==> config.mk <==
export PLATFORM = sky130hd
export DESIGN_NAME = line_rasterizer_flat
export DESIGN_NICKNAME = d
export VERILOG_FILES = /design/src/rtl/lra_pkg.sv /design/src/rtl/lra_if.sv /design/src/rtl/line_rasterizer.sv /design/src/rtl/lra_front.sv /design/src/rtl/lra_queue.sv /design/src/rtl/lra_back.sv /design/src/flat_wrapper.sv
export SDC_FILE = /design/constraint.sdc
export NUM_CORES = 1
export LEC_CHECK = 0
export ABC_AREA = 0
export BUFFER_PORTS_ARGS = -buffer_cell sky130_fd_sc_hd__buf_2
export CAP_MARGIN = 20
export CORE_ASPECT_RATIO = 0.9
export CORE_MARGIN = 8
export CORE_UTILIZATION = 46
export CTS_CLUSTER_SIZE = 16
export DETAILED_ROUTE_END_ITERATION = 10
export PLACE_DENSITY = 0.73
export SYNTH_ARGS = -nofsm -noshare
export SYNTH_HDL_FRONTEND = slang
export SYNTH_HIERARCHICAL = 1
export SYNTH_SLANG_ARGS = --single-unit
==> constraint.sdc <==
create_clock -name clk_i -period 10.54 [get_ports clk_i]
set_input_delay 1.054 -clock clk_i [delete_from_list [all_inputs] [get_ports clk_i]]
set_output_delay 1.054 -clock clk_i [all_outputs]
set_load 0.02 [all_outputs]
==> src/rtl/lra_pkg.sv <==
// ----------------------------------------------------------------------------
// lra_pkg
// Shared types and constants of the line rasterizer: request codes, colour
// type and the back-end status bundle.
// ----------------------------------------------------------------------------
package lra_pkg;

  localparam int unsigned COLOR_BITS = 24;

  typedef logic [COLOR_BITS-1:0] color_t;

  localparam color_t COLOR_RESET = 24'hFF_FFFF;

  // Request codes on the action field.
  typedef enum logic {
    ACT_BEGIN = 1'b0,
    ACT_STEP  = 1'b1
  } action_e;

  // Status of the back end in the current cycle.
  typedef struct packed {
    logic busy;  // a line is in progress
    logic pop;   // a queued request is consumed this cycle
    logic emit;  // a pixel is loaded into the output register this cycle
  } status_t;

endpackage

==> src/rtl/lra_if.sv <==
// ----------------------------------------------------------------------------
// lra_if
// Channel interfaces of the line rasterizer: requests, pixels and the colour
// register write port.
// ----------------------------------------------------------------------------
interface lra_req_if #(
  parameter int unsigned COORD_BITS = 12
);
  logic                  valid;
  logic                  ready;
  logic                  action;
  logic [COORD_BITS-1:0] x_start;
  logic [COORD_BITS-1:0] y_start;
  logic [COORD_BITS-1:0] x_end;
  logic [COORD_BITS-1:0] y_end;

  modport source (output valid, action, x_start, y_start, x_end, y_end, input ready);
  modport sink   (input valid, action, x_start, y_start, x_end, y_end, output ready);
endinterface

interface lra_px_if #(
  parameter int unsigned COORD_BITS = 12
);
  logic                  valid;
  logic                  ready;
  logic [COORD_BITS-1:0] pixel_x;
  logic [COORD_BITS-1:0] pixel_y;
  lra_pkg::color_t       pixel_color;
  logic                  last_pixel;

  modport source (output valid, pixel_x, pixel_y, pixel_color, last_pixel, input ready);
  modport sink   (input valid, pixel_x, pixel_y, pixel_color, last_pixel, output ready);
endinterface

interface lra_cfg_if;
  logic            valid;
  logic            ready;
  lra_pkg::color_t draw_color;

  modport source (output valid, draw_color, input ready);
  modport sink   (input valid, draw_color, output ready);
endinterface

==> src/rtl/line_rasterizer.sv <==
// ----------------------------------------------------------------------------
// line_rasterizer
// Integer line-drawing engine: one pixel per step request, in draw colour.
// ----------------------------------------------------------------------------
// Usage:
//   req_i   - requests. action ACT_BEGIN loads the endpoints of a new line
//             (a begin while a line is running drops that line); ACT_STEP
//             asks for the next pixel. A step with no line running is
//             consumed and gives nothing.
//   px_o    - pixels: column, row, colour and a flag on the final pixel.
//   cfg_i   - write port of the draw colour; write it only while idle.
// Throughput: one request per clock, begin or step, while px_o is not stalled;
//   the stepping engine sets the pace, with one error add and compare per pixel.
// Path: an accepted step request is written into the queue; when it is
//   popped, its pixel is loaded into the output register, from which the
//   receiver takes it.
// Reset: no line running, queue empty, output invalid, colour white.
// Stall: a pixel held on px_o stalls the engine; requests still fill the
//   two-entry queue, and req_i.ready drops once it is full. Begin requests
//   and idle steps drain even while px_o is stalled.
// ----------------------------------------------------------------------------
module line_rasterizer #(
  parameter int unsigned COORD_BITS = 12
) (
  input  logic      clk_i,
  input  logic      rst_ni,
  lra_req_if.sink   req_i,
  lra_px_if.source  px_o,
  lra_cfg_if.sink   cfg_i
);

  localparam int unsigned EntryBits  = 2 + 6 * COORD_BITS;
  localparam int unsigned QueueDepth = 2;

  lra_pkg::color_t  color_q;
  lra_pkg::status_t status;

  logic                 push_valid, push_ready;
  logic [EntryBits-1:0] push_data;
  logic                 cmd_valid, cmd_ready;
  logic [EntryBits-1:0] cmd_data;

  // Colour register: always ready, take the write on valid.
  assign cfg_i.ready = 1'b1;

  always_ff @(posedge clk_i or negedge rst_ni) begin
    if (!rst_ni) begin
      color_q <= lra_pkg::COLOR_RESET;
    end else if (cfg_i.valid) begin
      color_q <= cfg_i.draw_color;
    end
  end

  // Classify requests and set up begin requests.
  lra_front #(
    .COORD_BITS (COORD_BITS),
    .ENTRY_BITS (EntryBits)
  ) u_front (
    .req          (req_i),
    .push_valid_o (push_valid),
    .push_ready_i (push_ready),
    .push_data_o  (push_data)
  );

  // Decouple the classifier from the stepping engine.
  lra_queue #(
    .WIDTH (EntryBits),
    .DEPTH (QueueDepth)
  ) u_queue (
    .clk_i        (clk_i),
    .rst_ni       (rst_ni),
    .push_valid_i (push_valid),
    .push_ready_o (push_ready),
    .push_data_i  (push_data),
    .pop_valid_o  (cmd_valid),
    .pop_ready_i  (cmd_ready),
    .pop_data_o   (cmd_data)
  );

  // Walk the line and drive the pixel register.
  lra_back #(
    .COORD_BITS (COORD_BITS),
    .ENTRY_BITS (EntryBits)
  ) u_back (
    .clk_i        (clk_i),
    .rst_ni       (rst_ni),
    .cmd_valid_i  (cmd_valid),
    .cmd_ready_o  (cmd_ready),
    .cmd_data_i   (cmd_data),
    .draw_color_i (color_q),
    .px           (px_o),
    .status_o     (status)
  );

  // A pixel comes only from a consumed request while a line runs.
  a_emit_busy : assert property (@(posedge clk_i) disable iff (!rst_ni)
    status.emit |-> (status.busy && status.pop))
    else $error("pixel emitted without a running line");

  // Never overwrite a pixel the receiver has not taken.
  a_no_overwrite : assert property (@(posedge clk_i) disable iff (!rst_ni)
    (px_o.valid && !px_o.ready) |-> !status.emit)
    else $error("stalled pixel overwritten");

  // The final pixel ends the line, and only the final pixel does.
  a_last_ends_line : assert property (@(posedge clk_i) disable iff (!rst_ni)
    status.emit |=> (px_o.valid && (px_o.last_pixel == !status.busy)))
    else $error("last_pixel disagrees with line state");

endmodule

==> src/rtl/lra_front.sv <==
// ----------------------------------------------------------------------------
// lra_front
// Request classifier: tags step requests and, for begin requests, computes
// the spans, the steep flag and the major/minor view of both endpoints.
// ----------------------------------------------------------------------------
module lra_front #(
  parameter int unsigned COORD_BITS = 12,
  parameter int unsigned ENTRY_BITS = 2 + 6 * COORD_BITS
) (
  lra_req_if.sink               req,
  output logic                  push_valid_o,
  input  logic                  push_ready_i,
  output logic [ENTRY_BITS-1:0] push_data_o
);

  logic                  is_step;
  logic                  steep;
  logic [COORD_BITS-1:0] dx, dy;
  logic [COORD_BITS-1:0] ma, na, mb, nb;
  logic [COORD_BITS-1:0] d_major, d_minor;

  always_comb begin
    is_step = (req.action == lra_pkg::ACT_STEP);
    dx = (req.x_start > req.x_end) ? (req.x_start - req.x_end) : (req.x_end - req.x_start);
    dy = (req.y_start > req.y_end) ? (req.y_start - req.y_end) : (req.y_end - req.y_start);
    // Ties stay on the x axis.
    steep = (dy > dx);
    if (steep) begin
      ma      = req.y_start;
      na      = req.x_start;
      mb      = req.y_end;
      nb      = req.x_end;
      d_major = dy;
      d_minor = dx;
    end else begin
      ma      = req.x_start;
      na      = req.y_start;
      mb      = req.x_end;
      nb      = req.y_end;
      d_major = dx;
      d_minor = dy;
    end
  end

  assign push_data_o  = {is_step, steep, ma, na, mb, nb, d_major, d_minor};
  assign push_valid_o = req.valid;
  assign req.ready    = push_ready_i;

endmodule

==> src/rtl/lra_queue.sv <==
// ----------------------------------------------------------------------------
// lra_queue
// Short register FIFO between the classifier and the stepping engine.
// ----------------------------------------------------------------------------
module lra_queue #(
  parameter int unsigned WIDTH = 74,
  parameter int unsigned DEPTH = 2
) (
  input  logic             clk_i,
  input  logic             rst_ni,
  input  logic             push_valid_i,
  output logic             push_ready_o,
  input  logic [WIDTH-1:0] push_data_i,
  output logic             pop_valid_o,
  input  logic             pop_ready_i,
  output logic [WIDTH-1:0] pop_data_o
);

  localparam int unsigned PtrBits = $clog2(DEPTH);
  localparam int unsigned CntBits = $clog2(DEPTH + 1);
  localparam logic [PtrBits-1:0] PtrLast = PtrBits'(DEPTH - 1);
  localparam logic [CntBits-1:0] CntFull = CntBits'(DEPTH);

  logic [WIDTH-1:0]   mem_q [DEPTH];
  logic [PtrBits-1:0] wr_ptr_q, wr_ptr_d;
  logic [PtrBits-1:0] rd_ptr_q, rd_ptr_d;
  logic [CntBits-1:0] count_q, count_d;
  logic               push, pop;

  assign push_ready_o = (count_q != CntFull);
  assign pop_valid_o  = (count_q != '0);
  assign pop_data_o   = mem_q[rd_ptr_q];
  assign push         = push_valid_i && push_ready_o;
  assign pop          = pop_valid_o && pop_ready_i;

  always_comb begin
    wr_ptr_d = wr_ptr_q;
    rd_ptr_d = rd_ptr_q;
    count_d  = count_q;
    if (push) begin
      wr_ptr_d = (wr_ptr_q == PtrLast) ? '0 : wr_ptr_q + 1'b1;
    end
    if (pop) begin
      rd_ptr_d = (rd_ptr_q == PtrLast) ? '0 : rd_ptr_q + 1'b1;
    end
    if (push && !pop) begin
      count_d = count_q + 1'b1;
    end else if (pop && !push) begin
      count_d = count_q - 1'b1;
    end
  end

  always_ff @(posedge clk_i or negedge rst_ni) begin
    if (!rst_ni) begin
      wr_ptr_q <= '0;
      rd_ptr_q <= '0;
      count_q  <= '0;
    end else begin
      wr_ptr_q <= wr_ptr_d;
      rd_ptr_q <= rd_ptr_d;
      count_q  <= count_d;
    end
  end

  always_ff @(posedge clk_i) begin
    if (push) begin
      mem_q[wr_ptr_q] <= push_data_i;
    end
  end

endmodule

==> src/rtl/lra_back.sv <==
// ----------------------------------------------------------------------------
// lra_back
// Stepping engine: loads a line on a begin request; while a line runs, emits
// one pixel per step request into the output register and advances the error terms.
// ----------------------------------------------------------------------------
module lra_back #(
  parameter int unsigned COORD_BITS = 12,
  parameter int unsigned ENTRY_BITS = 2 + 6 * COORD_BITS
) (
  input  logic                  clk_i,
  input  logic                  rst_ni,
  input  logic                  cmd_valid_i,
  output logic                  cmd_ready_o,
  input  logic [ENTRY_BITS-1:0] cmd_data_i,
  input  lra_pkg::color_t       draw_color_i,
  lra_px_if.source              px,
  output lra_pkg::status_t      status_o
);

  localparam int unsigned ErrBits = 2 * COORD_BITS + 2;

  logic                  e_step, e_steep;
  logic [COORD_BITS-1:0] e_ma, e_na, e_mb, e_nb, e_dmaj, e_dmin;

  logic                  busy_q, busy_d;
  logic                  px_valid_q, px_valid_d;
  logic                  steep_q, minor_up_q;
  logic [COORD_BITS-1:0] major_pos_q, major_end_q, minor_pos_q;
  logic [COORD_BITS-1:0] d_major_q, d_minor_q;
  logic [ErrBits-1:0]    err_off_q, err_thr_q;
  logic [COORD_BITS-1:0] px_x_q, px_y_q;
  lra_pkg::color_t       px_color_q;
  logic                  px_last_q;

  logic               slot_free, pop, load, emit, swap, is_last, minor_move;
  logic [ErrBits-1:0] off_sum;

  assign {e_step, e_steep, e_ma, e_na, e_mb, e_nb, e_dmaj, e_dmin} = cmd_data_i;

  always_comb begin
    slot_free   = !px_valid_q || px.ready;
    // Begin and idle steps never touch the output.
    cmd_ready_o = !e_step || !busy_q || slot_free;
    pop         = cmd_valid_i && cmd_ready_o;
    load        = pop && !e_step;
    emit        = pop && e_step && busy_q;
    swap        = (e_ma > e_mb);
    is_last     = (major_pos_q == major_end_q);
    off_sum     = err_off_q + ErrBits'({d_minor_q, 1'b0});
    minor_move  = (off_sum >= err_thr_q);

    busy_d = busy_q;
    if (load) begin
      busy_d = 1'b1;
    end else if (emit && is_last) begin
      busy_d = 1'b0;
    end

    px_valid_d = px_valid_q;
    if (emit) begin
      px_valid_d = 1'b1;
    end else if (px.ready) begin
      px_valid_d = 1'b0;
    end
  end

  always_ff @(posedge clk_i or negedge rst_ni) begin
    if (!rst_ni) begin
      busy_q     <= 1'b0;
      px_valid_q <= 1'b0;
    end else begin
      busy_q     <= busy_d;
      px_valid_q <= px_valid_d;
    end
  end

  always_ff @(posedge clk_i) begin
    if (load) begin
      steep_q     <= e_steep;
      major_pos_q <= swap ? e_mb : e_ma;
      major_end_q <= swap ? e_ma : e_mb;
      minor_pos_q <= swap ? e_nb : e_na;
      minor_up_q  <= swap ? (e_nb < e_na) : (e_na < e_nb);
      d_major_q   <= e_dmaj;
      d_minor_q   <= e_dmin;
      err_off_q   <= '0;
      err_thr_q   <= ErrBits'(e_dmaj);
    end else if (emit) begin
      err_off_q   <= off_sum;
      major_pos_q <= major_pos_q + 1'b1;
      if (minor_move) begin
        minor_pos_q <= minor_up_q ? (minor_pos_q + 1'b1) : (minor_pos_q - 1'b1);
        err_thr_q   <= err_thr_q + ErrBits'({d_major_q, 1'b0});
      end
    end
    if (emit) begin
      px_x_q     <= steep_q ? minor_pos_q : major_pos_q;
      px_y_q     <= steep_q ? major_pos_q : minor_pos_q;
      px_color_q <= draw_color_i;
      px_last_q  <= is_last;
    end
  end

  assign px.valid       = px_valid_q;
  assign px.pixel_x     = px_x_q;
  assign px.pixel_y     = px_y_q;
  assign px.pixel_color = px_color_q;
  assign px.last_pixel  = px_last_q;

  assign status_o.busy = busy_q;
  assign status_o.pop  = pop;
  assign status_o.emit = emit;

endmodule
==> src/flat_wrapper.sv <==
// flat-port wrapper written by rule: the top's interface ports become plain ports
module line_rasterizer_flat 
#(
  parameter int unsigned COORD_BITS = 12
)
  (clk_i, rst_ni, req_i_valid, req_i_action, req_i_x_start, req_i_y_start, req_i_x_end, req_i_y_end, req_i_ready, px_o_valid, px_o_pixel_x, px_o_pixel_y, px_o_pixel_color, px_o_last_pixel, px_o_ready, cfg_i_valid, cfg_i_draw_color, cfg_i_ready);
  lra_req_if #(.COORD_BITS(COORD_BITS)) req_i_i ();
  lra_px_if #(.COORD_BITS(COORD_BITS)) px_o_i ();
  lra_cfg_if cfg_i_i ();
  input  logic clk_i;
  input  logic rst_ni;
  input wire logic [$bits(req_i_i.valid)-1:0] req_i_valid;
  input wire logic [$bits(req_i_i.action)-1:0] req_i_action;
  input wire logic [$bits(req_i_i.x_start)-1:0] req_i_x_start;
  input wire logic [$bits(req_i_i.y_start)-1:0] req_i_y_start;
  input wire logic [$bits(req_i_i.x_end)-1:0] req_i_x_end;
  input wire logic [$bits(req_i_i.y_end)-1:0] req_i_y_end;
  output wire logic [$bits(req_i_i.ready)-1:0] req_i_ready;
  output wire logic [$bits(px_o_i.valid)-1:0] px_o_valid;
  output wire logic [$bits(px_o_i.pixel_x)-1:0] px_o_pixel_x;
  output wire logic [$bits(px_o_i.pixel_y)-1:0] px_o_pixel_y;
  output wire logic [$bits(px_o_i.pixel_color)-1:0] px_o_pixel_color;
  output wire logic [$bits(px_o_i.last_pixel)-1:0] px_o_last_pixel;
  input wire logic [$bits(px_o_i.ready)-1:0] px_o_ready;
  input wire logic [$bits(cfg_i_i.valid)-1:0] cfg_i_valid;
  input wire logic [$bits(cfg_i_i.draw_color)-1:0] cfg_i_draw_color;
  output wire logic [$bits(cfg_i_i.ready)-1:0] cfg_i_ready;
  assign req_i_i.valid = req_i_valid;
  assign req_i_i.action = req_i_action;
  assign req_i_i.x_start = req_i_x_start;
  assign req_i_i.y_start = req_i_y_start;
  assign req_i_i.x_end = req_i_x_end;
  assign req_i_i.y_end = req_i_y_end;
  assign req_i_ready = req_i_i.ready;
  assign px_o_valid = px_o_i.valid;
  assign px_o_pixel_x = px_o_i.pixel_x;
  assign px_o_pixel_y = px_o_i.pixel_y;
  assign px_o_pixel_color = px_o_i.pixel_color;
  assign px_o_last_pixel = px_o_i.last_pixel;
  assign px_o_i.ready = px_o_ready;
  assign cfg_i_i.valid = cfg_i_valid;
  assign cfg_i_i.draw_color = cfg_i_draw_color;
  assign cfg_i_ready = cfg_i_i.ready;
  line_rasterizer #(.COORD_BITS(COORD_BITS)) u_core (.clk_i(clk_i), .rst_ni(rst_ni), .req_i(req_i_i), .px_o(px_o_i), .cfg_i(cfg_i_i));
endmodule
## Yosys cells after proc, flatten, opt, wreduce, memory -nomap -nowiden

Memory sizes are Yosys's and may differ from the RTL's.
Index checks and enable logic that the tools add are counted.

| operators by class | value |
|---|---|
| equality and inequality tests | 2 |
| reductions and logical operators | 24 |
| muxes and demuxes | 33 |
| add/subtract/negate cells | 13 |
| order comparisons | 7 |

Operator list:

| cell | number |
|---|---|
| 12-bit two-way mux | 22 |
| 26-bit by 13-bit adder with 26-bit output | 2 |
| 12-bit greater-than comparator | 4 |
| 12-bit subtractor | 4 |
| 26-bit >= comparator | 1 |
| 12-bit by 1-bit adder with 12-bit output, second input constant | 2 |
| 12-bit < comparator | 2 |
| 12-bit == test | 1 |
| 2-bit nonzero test | 6 |
| 12-bit by 1-bit subtractor with 12-bit output, second input constant | 1 |
| 1-bit two-way mux | 9 |
| 1-bit logical AND | 8 |
| 1-bit zero test | 5 |
| 2-bit two-way mux | 2 |
| 2-bit AND reduction | 2 |
| 1-bit logical OR | 3 |
| 1-bit adder, second input constant | 2 |
| 2-bit by 1-bit adder with 2-bit output, second input constant | 1 |
| 2-bit != test, second input constant | 1 |
| 2-bit by 1-bit subtractor with 2-bit output, second input constant | 1 |

| storage, ports and cells | value |
|---|---|
| memory bits (writable) | 148 |
| logic and storage cells | 100 |
| output and inout port bits | 52 |
| memories kept | 1 |
| flip-flop bits (word level) | 193 |

Memory list:

| name | depth | bits a word | rd ports | clocked after memory_dff | wr ports | RTL line | text |
|---|---|---|---|---|---|---|---|
| u_core.u_queue.mem_q | 2 | 74 | 1 | 0 | 1 | lra_queue.sv:24 | `logic [WIDTH-1:0] mem_q [DEPTH];` |

## Longest topological paths before layout

Gate-level depths: netlist of run 1.
An unclocked memory read counts as a cell.

| logic depth | value |
|---|---|
| depth after elaboration | 10 |
| depth in mapped cells | 21 |
| mapped depth without buffers | 18 |

## Hierarchy

Netlist of run 1, hierarchy kept.

By module, submodules not included:

| module | cells each | times used | area each (um^2) |
|---|---|---|---|
| lra_back | 926 | 1 | 9711.8 |
| lra_queue | 248 | 1 | 5736.8 |
| lra_front | 501 | 1 | 3315.7 |
| line_rasterizer | 53 | 1 | 1038.5 |

## Worst setup path before layout of run 1

No wires, ideal clock.

| path | value |
|---|---|
| kind | input to register |
| start point | input req_i_y_start[7] |
| end point | memory u_core.u_queue.mem_q[0][14], data pin |
| setup slack | 5.545 ns |
| cell stages on the path | 18 |
| setup time | 0.262 ns |
| arrival time | 4.732 ns |
| cells stage by stage | inv_1 -> ha_1 -> buf_4 -> nand2_2 -> or3_4 -> o31a_1 -> o21bai_1 -> buf_6 -> o21ai_0 -> xor2_1 -> inv_1 -> ha_1 -> nand4_1 -> nor2_1 -> o21ai_0 -> a31oi_1 -> clkbuf_1 -> mux2_2 |

| on the way | value |
|---|---|
| longest elaborated chain between the ends | 4 |

RTL lines:

| element | RTL line | text |
|---|---|---|
| from (decl) | flat_wrapper.sv:15 | `input wire logic [$bits(req_i_i.y_start)-1:0] req_i_y_start;` |
| 12-bit subtractor / 12-bit greater-than comparator (equally long branches) | lra_front.sv:25 | `dy = (req.y_start > req.y_end) ? (req.y_start - req.y_end) : (req.y_end - req.y_start);` |
| 12-bit two-way mux * | lra_front.sv:25 |  |
| 12-bit greater-than comparator | lra_front.sv:27 | `steep = (dy > dx);` |
| 12-bit two-way mux * | lra_front.sv:28 | `if (steep) begin` |
| net u_core.push_data[14] | line_rasterizer.sv:39 | `logic [EntryBits-1:0] push_data;` |
| to (decl) | lra_queue.sv:24 |  |

Mark *: on every way through the listed nets, which the timed path passes. The rest lies on a longest branch.

## Worst setup path in the final report of run 1

| path | value |
|---|---|
| start point | input req_i_x_end[0] |
| end point | memory u_core.u_queue.mem_q[0][24], data pin |

| on the way | value |
|---|---|
| longest elaborated chain between the ends | 4 |

RTL lines:

| element | RTL line | text |
|---|---|---|
| from (decl) | flat_wrapper.sv:16 | `input wire logic [$bits(req_i_i.x_end)-1:0] req_i_x_end;` |
| 12-bit subtractor / 12-bit greater-than comparator (equally long branches) | lra_front.sv:24 | `dx = (req.x_start > req.x_end) ? (req.x_start - req.x_end) : (req.x_end - req.x_start);` |
| 12-bit two-way mux * | lra_front.sv:24 |  |
| 12-bit greater-than comparator * | lra_front.sv:27 |  |
| net u_core.push_data[72] | line_rasterizer.sv:39 |  |
| 12-bit two-way mux * | lra_front.sv:28 |  |
| net u_core.push_data[24] | line_rasterizer.sv:39 |  |

Marked as above.

==> impl_metrics.toml, run 1 <==
[detailed_routing]
vias_per_cell = 5.63
detail_route.wl_per_cell_um = 19.9
vias = 13600
firstDrtPassIters = 5
postRouteAntennaNets = 0
wl_um = 47900
drc_errors = 0
drt-initial-drc-count = 938

[cts]
clockBufferDepth = 3
cts_setup_buffers = 0
clkSinkCount = 340
clk_pin_slew_ns = 0.06
post_cts_resized = 0
cts_root_buf = "clkbuf_16"
htreeDepth = 2
clkLatencyLatePin_ns = 0.53
cts_tree = "done"
hold_buffers = 0
cts_buffers = 36

[setup_path]
r2r_start = "u_core/u_back/d_minor_q[0]"
end_kind = "register"
r2r-end = "u_core/u_back/minor_pos_q[8]"
rrSetupSlack_ns = 5.48
arrival_ns = 6.10
crit_type = "input pin to register"
worstRegToRegCells = 19
cp-start-kind = "input pin"
worstPathMaxFanout = 65
crit_required_ns = 10.73

[timing]
slew_headroom_pct = 26.4
hold_viol = 0
fin_worst_skew_ns = 0.0123
fin_hold_ws_ns = 0.466
tns_ns = 0
setup_viol = 0
rsz0062_at_grt = "false"
fmax_mhz = 169
fin_crit_sh_pct = 56.1
finalMaxSlewViolations = 0
tightest_slew_ns = 1.10
fin_crit_ns = 5.92

[worst_hold_path]
holdPathEnd = "u_core/u_back/err_off_q[3]"
worstHoldPathCells = 2
worstHoldStart = "u_core/u_back/err_off_q[3]"
hold_path_class = "register to register"

[power_and_ir_drop]
p_comb_share_pct = 49.9
power.internal_uw = 4580
vdd_drop_max_v = 0.000151
swShare_pct = 40.3
pwr-share-clk_pct = 17.0
power_density_mw_per_mm2 = 348
pwr-share-seq_pct = 33.2
p_leak_uw = 0.00919
p_switching_uw = 3080

[global_routing]
grt_overflow = 0
grt_max_degree = 79
grt.busiest_layer = "met2"
antenna_found_initial = 2
grt_first_pass_wirelength_um = 74100
groute.layer.met2.usage_pct = 30.1
first_global_vias = 13500
grt_use_met1_pct = 25.6
use_met3_pct = 4.37
grt.total_usage_pct = 18.8

[placed_design]
dpl.hpwl_um = 35300
place_congestion = 0.950
io_buffer_count = 128

[final_layout]
areaGrowthSynthToFinish_pct = 11.4
final_cell_mix = "edfxtp_1, nand2_1, ha_1"
layout_commonest_cell = "edfxtp_1"
nets = 2053
drive_gt1_share_pct = 20.1

[synth]
ys_warn_count = 6
syn_area_per_cell_um2 = 11.5
synthCells = 1725
syn_nets = 1953
synth_area_mm2 = 0.0198

[floorplan]
start_util_pct = 46.3
fp.dieH_um = 213
io_pins = 130
die_area_mm2 = 0.0499
rows = 72
dieWidth_um = 235
coreArea_mm2 = 0.0427

[run]
maxCapViolations = 0

[run_status]
status = "completed"
[sequential cells by signal (all words and copies together) (netlist names), 2 cells and up]
register and count:
u_core/u_back/d_minor_q 12, u_core/u_back/major_end_q 12, u_core/u_back/d_major_q 12, u_core/color_q 24
u_core/u_back/px.pixel_color 24, u_core/u_back/err_thr_q 26, u_core/u_back/px.pixel_y 12, u_core/u_back/err_off_q 25
u_core/u_queue/count_q 2, u_core/u_back/minor_pos_q 12, u_core/u_back/px.pixel_x 12, u_core/u_queue/mem_q 148
u_core/u_back/major_pos_q 12
[cell type report]
cell class | count | area, µm²
Fill cell | 3654 | 20700
Sequential cell | 340 | 9700
Tap cell | 555 | 694
Timing Repair Buffer | 140 | 731
Clock buffer | 49 | 1020
Clock inverter | 16 | 199
Inverter | 139 | 522
Antenna cell | 1 | 2.50
Multi-Input combinational cell | 1168 | 9160
[power by group through the flow]
stage	registers (µW)	clock network [µW]	logic, µW
after floorplan	2540	0	2780
after global placement	2550	0	3660
after detailed placement	2570	0	3770
after CTS	2550	1330	3810
after global routing	2590	1380	4210
final	2540	1300	3820
[critical path, stage by stage]
cell       delay, ns
buf_2           0.13
inv_1           0.07
ha_1            0.19
inv_1           0.07
fa_1            0.41
a21oi_1         0.27
o21bai_1        0.16
a2111oi_0       0.72
nor3_1          0.16
xnor2_1         0.16
a221o_1         0.39
ha_1            0.31
nand4_1         0.11
nor2_1          0.12
o21ai_0         0.14
a31oi_4         0.18
buf_4           0.42
buf_4           0.67
o21ai_0         0.36
[through the flow]
stage | total power, µW | area (µm²) | util, % | setup WS (ns) | std cells
6_report | 7660 | 22000 | 51.6 | 4.62 | 2408
5_1_grt | 8190 | 22000 | 51.6 | 4.33 | 2408
4_1_cts | 7690 | 22000 | 51.6 | 4.63 | 2406
3_5_place_dp | 6340 | 20800 | 48.7 | 4.06 | 2341
3_3_place_gp | 6210 | 20800 | 48.7 | 4.15 | 2341
2_1_floorplan | 5330 | 19800 | - | 5.55 | 1725
[per-layer routing]
| layer | up-vias | part of all wire (%) | wire (µm) |
|---|---|---|---|
| li1 | 6484 | - | - |
| met1 | 6522 | 44 | 21100 |
| met2 | 485 | 45 | 21600 |
| met3 | 71 | 8.7 | 4180 |
| met4 | 2 | 1.9 | 887 |
| met5 | - | 0.042 | 20 |
[how the worst max path moves through the flow]
stage	start	to	slack, ns
global placement	req_i_y_start[3]	u_core/u_queue/mem_q[0][59]	4.15
floorplan	req_i_y_start[7]	u_core/u_queue/mem_q[0][14]	5.55
finish	req_i_x_end[0]	u_core/u_queue/mem_q[0][24]	4.62
CTS	req_i_y_start[3]	u_core/u_queue/mem_q[0][71]	4.63
global route	req_i_x_end[0]	u_core/u_queue/mem_q[0][24]	4.33
detailed placement	req_i_y_start[3]	u_core/u_queue/mem_q[0][71]	4.06
Note: power is estimated with default switching activity, not from simulation.
==> run 2: changes to the inputs <==
PLACE_DENSITY = 0.76   (was 0.73)
clock period = 5.05 ns   (was 10.54 ns; I/O delays follow)
==> impl_metrics.toml, run 2 (synthesized netlist as in run 1, its figures left out) <==
[global_routing]
grt.total_usage_pct = 19.0
first_global_vias = 13800
antenna_found_initial = 0
grt_max_degree = 78
grt_overflow = 0
grt_first_pass_wirelength_um = 74600

[final_layout]
areaGrowthSynthToFinish_pct = 13.6
regArea_mm2 = 0.00970
drive_gt1_share_pct = 22.2
reg_top3 = "u_core/u_queue/mem_q x148, u_core/u_back/err_thr_q x26, u_core/u_back/err_off_q x25"
fill_cells = 3636
antenna_cells = 0
nets = 2102
final_cell_area_mm2 = 0.0225
instances_no_fill = 2456
layout_commonest_cell = "edfxtp_1"
final_cell_mix = "edfxtp_1, nand2_1, ha_1"
regMostFlops = "u_core/u_queue/mem_q"
largest_reg_flops = 148
multiInputGateArea_mm2 = 0.00916

[cts]
clkLatencyLatePin_ns = 0.52
clockBufferDepth = 3
cts_root_buf = "clkbuf_16"
clk_pin_slew_ns = 0.06
cts_buffers = 37
cts_tree = "done"
clkSinkCount = 340
hold_buffers = 0
htreeDepth = 2

[placed_design]
placed_cell_area_mm2 = 0.0212
placed_cells = 2389
place_congestion = 0.956
dpl.hpwl_um = 36600
io_buffer_count = 128

[run]
maxCapViolations = 0

[detailed_routing]
detail_route.wl_per_cell_um = 19.6
vias = 13700
postRouteAntennaNets = 0
vias_per_cell = 5.57
drt-initial-drc-count = 1105
drc_errors = 0
wl_um = 48100
firstDrtPassIters = 6

[setup_path]
cp-start-kind = "input pin"
crit_required_ns = 5.28
worstPathMaxFanout = 23
end_kind = "register"
cpMaxStageDelayCell = "o21ai_0"
arrival_ns = 5.00
path_cells = "buf_2, inv_1, ha_1, inv_1, fa_1, a211oi_1, o21ai_0, a31oi_1, o21bai_1, buf_4, mux2i_1, inv_1, ha_1, nor2b_1, o21a_1, o21a_1, o21ai_0, a31oi_4, buf_12, buf_12, o21ai_0"
crit_type = "input pin to register"
max_stage_delay_ns = 0.49

[floorplan]
dieWidth_um = 235
io_pins = 130
start_util_pct = 46.3
rows = 72
fp.dieH_um = 213
coreArea_mm2 = 0.0427
die_area_mm2 = 0.0499

[timing]
rsz0062_at_grt = "false"
fin_crit_sh_pct = 94.4
fin_worst_skew_ns = 0.0174
slew_headroom_pct = 30.3
fmax_mhz = 210
fin_crit_ns = 4.77
finalMaxSlewViolations = 0
setup_viol = 0
hold_viol = 0
tightest_slew_ns = 1.04
fin_hold_ws_ns = 0.0182

[worst_hold_path]
hold_path_class = "input pin to async pin"

[power_and_ir_drop]
finalPower_uw = 16200
power_density_mw_per_mm2 = 721
vdd_drop_max_v = 0.000360
p_leak_uw = 0.00946

[run_status]
status = "completed"
[run 2: cell types whose count changed in the layout (fill, tap and decap cells not counted), moves of 2 or more]
cell	previous run	this run
clkbuf_1	8	6
inv_4	0	2
buf_4	12	53
buf_12	0	7
[run 2: final cells by class]
cell class / instances / area share [%]
inverter: 139 / 2.32
timing repair buffer: 188 / 5.25
sequential: 340 / 43.2
tap: 555 / 3.09
clock buffer: 47 / 4.57
clock inverter: 19 / 0.830
multi-input combinational: 1168 / 40.8
[run 2: critical path, delay by kind of cell]
kind,cells,cell delay [ns]
AOI/OAI and AO/OA,9,2.20
adders and majority gates,3,0.91
buffers and inverters,7,0.88
muxes,1,0.34
and+or+nand+nor,1,0.14
[run 2: through the flow]
step / util [%] / setup WS [ns] / setup TNS, ns
after CTS: 52.6 / 0.346 / 0
after global placement: 49.7 / -0.0734 / -0.284
final: 52.6 / 0.283 / 0
after floorplan: - / 0.296 / 0
after global routing: 52.6 / 0.100 / 0
after detailed placement: 49.7 / -0.148 / -0.728
[run 2: power by group]
group	switching [µW]	internal (µW)	leakage, µW
combinational	4740	3450	0.00567
clock	1090	1600	0.000596
sequential	586	4720	0.00320
[run 2: per-layer routing]
| metal | vias to the layer above | routed length [µm] | GRT usage, % |
|---|---|---|---|
| li1 | 6585 | - | - |
| met1 | 6571 | 20800 | 24.8 |
| met2 | 455 | 22300 | 32.0 |
| met3 | 71 | 3750 | 3.73 |
| met4 | 0 | 1120 | 5.19 |
| met5 | - | 0 | 0 |
[run 2: final timing paths]
kind | slack [ns] | start | end | cells after the start
max in group asynchronous | 4.54 | rst_ni | u_core/u_queue/rd_ptr_q | 1
setup reg to reg | 0.42 | u_core/u_back/d_minor_q[0] | u_core/u_back/err_thr_q[21] | 18
hold reg to reg | 0.46 | u_core/u_back/err_off_q[10] | u_core/u_back/err_off_q[10] | 2
min in group clk_i | 0.19 | req_i_action | u_core/u_queue/mem_q[1][73] | 1
hold / removal | 0.02 | rst_ni | u_core/u_back/busy_q | 1
setup / recovery | 0.28 | req_i_y_start[0] | u_core/u_queue/mem_q[0][62] | 21
[run 2: repair_timing]
action | in CTS | in global routing
setup buffers | 0 | 0
endpoints found under the setup margin | 0 | 2
resized for setup | 0 | 1
endpoints found under the hold margin | 0 | 0
==> run 3: changes to the inputs <==
PLACE_DENSITY = 0.71   (was 0.76)
clock period = 5.5 ns   (was 5.05 ns; I/O delays follow)
==> impl_metrics.toml, run 3 (synthesized netlist as in run 1, its figures left out) <==
[cts]
clk_pin_slew_ns = 0.06
cts_setup_buffers = 0
clockBufferDepth = 3
post_cts_resized = 0
cts_tree = "done"
htreeDepth = 2
clkLatencyLatePin_ns = 0.54
clkSinkCount = 340
hold_buffers = 0
cts_buffers = 37
cts_root_buf = "clkbuf_16"

[setup_path]
worstPathMaxFanout = 15
rrSetupSlack_ns = 0.44
path_cells = "ha_1, inv_1, fa_1, nor2b_1, o21a_1, o211ai_1, a31oi_1, o21ai_0, nor2_1, xor2_1, ha_1, nand4_1, or4_1, a31o_1, o21a_1, o21a_1, or4_1, a21oi_1"
crit_required_ns = 5.96
cp_num_cells = 18
max_stage_delay_ns = 0.57
end_kind = "register"
worstRegToRegCells = 18
arrival_ns = 5.52
cp-start-kind = "register"
critPathTopFamily = "compound AO/OA/AOI/OAI gates"
cp-endpoint = "u_core/u_back/err_thr_q[21]"
r2r_start = "u_core/u_back/d_minor_q[0]"
crit_type = "register to register"
startpoint = "u_core/u_back/d_minor_q[0]"
cpMaxStageDelayCell = "or4_1"
path_buf_inv = 1
crit_path_frequent_cell = "o21a_1"
r2r-end = "u_core/u_back/err_thr_q[21]"

[power_and_ir_drop]
power_density_mw_per_mm2 = 662
p_leak_uw = 0.00928
vdd_drop_max_v = 0.000316

[final_layout]
largest_reg_flops = 148
areaGrowthSynthToFinish_pct = 12.1
final_cell_mix = "edfxtp_1, nand2_1, ha_1"
fill_cells = 3720
antenna_cells = 0
drive_gt1_share_pct = 20.9
layout_commonest_cell = "edfxtp_1"
regMostFlops = "u_core/u_queue/mem_q"
nets = 2075
final_cell_area_mm2 = 0.0222
reg_top3 = "u_core/u_queue/mem_q x148, u_core/u_back/err_thr_q x26, u_core/u_back/err_off_q x25"

[global_routing]
grt_first_pass_wirelength_um = 74000
first_global_vias = 13600
antenna_found_initial = 0
grt.total_usage_pct = 18.7
grt_max_degree = 78
grt_overflow = 0

[detailed_routing]
drt-initial-drc-count = 875
wl_um = 47400
vias_per_cell = 5.58
detail_route.wl_per_cell_um = 19.5
firstDrtPassIters = 5
postRouteAntennaNets = 0
drc_errors = 0
vias = 13600

[timing]
setup_viol = 0
fin_crit_ns = 5.06
finalMaxSlewViolations = 0
tns_ns = 0
hold_viol = 0
tightest_slew_ns = 1.11
fin_worst_skew_ns = 0.0229
rsz0062_at_grt = "false"
fmax_mhz = 198
fin_crit_sh_pct = 92.0
slew_headroom_pct = 26.1

[placed_design]
placed_cell_area_mm2 = 0.0210
io_buffer_count = 128
dpl.hpwl_um = 35500
place_congestion = 0.949

[worst_hold_path]
hold_path_class = "input pin to async pin"

[floorplan]
io_pins = 130
rows = 72
die_area_mm2 = 0.0499
start_util_pct = 46.3
dieWidth_um = 235
coreArea_mm2 = 0.0427
fp.dieH_um = 213

[run]
maxCapViolations = 0

[run_status]
status = "completed"
run 3: cell count changes in the layout (fill, tap and decap cells not counted), sizes merged:
cell    change
buf        -27
bufinv      -1
inv         -3
clkbuf      +3
clkinv      +1
run 3: cell type report:
class                           instances  area, µm²  area share [%]
Tap cell                              555        694            3.13
Clock inverter                         16        156           0.705
Sequential cell                       340       9700            43.8
Clock buffer                           50       1010            4.58
Timing Repair Buffer                  161        926            4.18
Inverter                              139        522            2.35
Multi-Input combinational cell       1168       9160            41.3
run 3: worst min-delay path by stage:
stage / from / end / slack (ns)
4_1_cts: rst_ni / u_core/u_back/busy_q / 0.05
3_3_place_gp: u_core/u_back/err_off_q[5] / u_core/u_back/err_off_q[5] / 0.45
5_1_grt: rst_ni / u_core/u_back/busy_q / 0.09
2_1_floorplan: rst_ni / u_core/u_back/busy_q / 0.25
6_report: rst_ni / u_core/u_queue/wr_ptr_q / 0.06
3_5_place_dp: u_core/u_back/err_off_q[1] / u_core/u_back/err_off_q[1] / 0.45
run 3: report_power, final:
part,internal (µW),switching (µW)
clock network,1400,1010
registers,4340,543
logic,3050,4340
total,8790,5890
run 3: layer usage:
layer / GRT usage [%] / vias up / part of all wire (%)
li1: - / 6513 / -
met1: 25.9 / 6516 / 46
met2: 29.5 / 437 / 44
met3: 3.64 / 86 / 7.0
met4: 5.65 / 0 / 2.6
met5: 0 / - / 0
run 3: worst reg2reg max path: stages, from the launching register on:
cell	delay (ns)
edfxtp_1	0.42
ha_1	0.24
inv_1	0.07
fa_1	0.20
nor2b_1	0.06
o21a_1	0.19
o211ai_1	0.27
a31oi_1	0.23
o21ai_0	0.48
nor2_1	0.15
xor2_1	0.17
ha_1	0.31
nand4_1	0.12
or4_1	0.57
a31o_1	0.26
o21a_1	0.20
o21a_1	0.36
or4_1	0.56
a21oi_1	0.15
run 3: metrics by stage:
step	hold WS (ns)	util, %	cells	power, µW	setup WS [ns]
floorplan	0.254	-	1725	10200	0.746
global placement	0.448	49.1	2362	12000	0.275
detailed placement	0.452	49.1	2362	12300	0.270
CTS	0.0497	51.9	2428	14700	0.430
global route	0.0925	51.9	2429	15700	0.0431
finish	0.0615	51.9	2429	14700	0.441
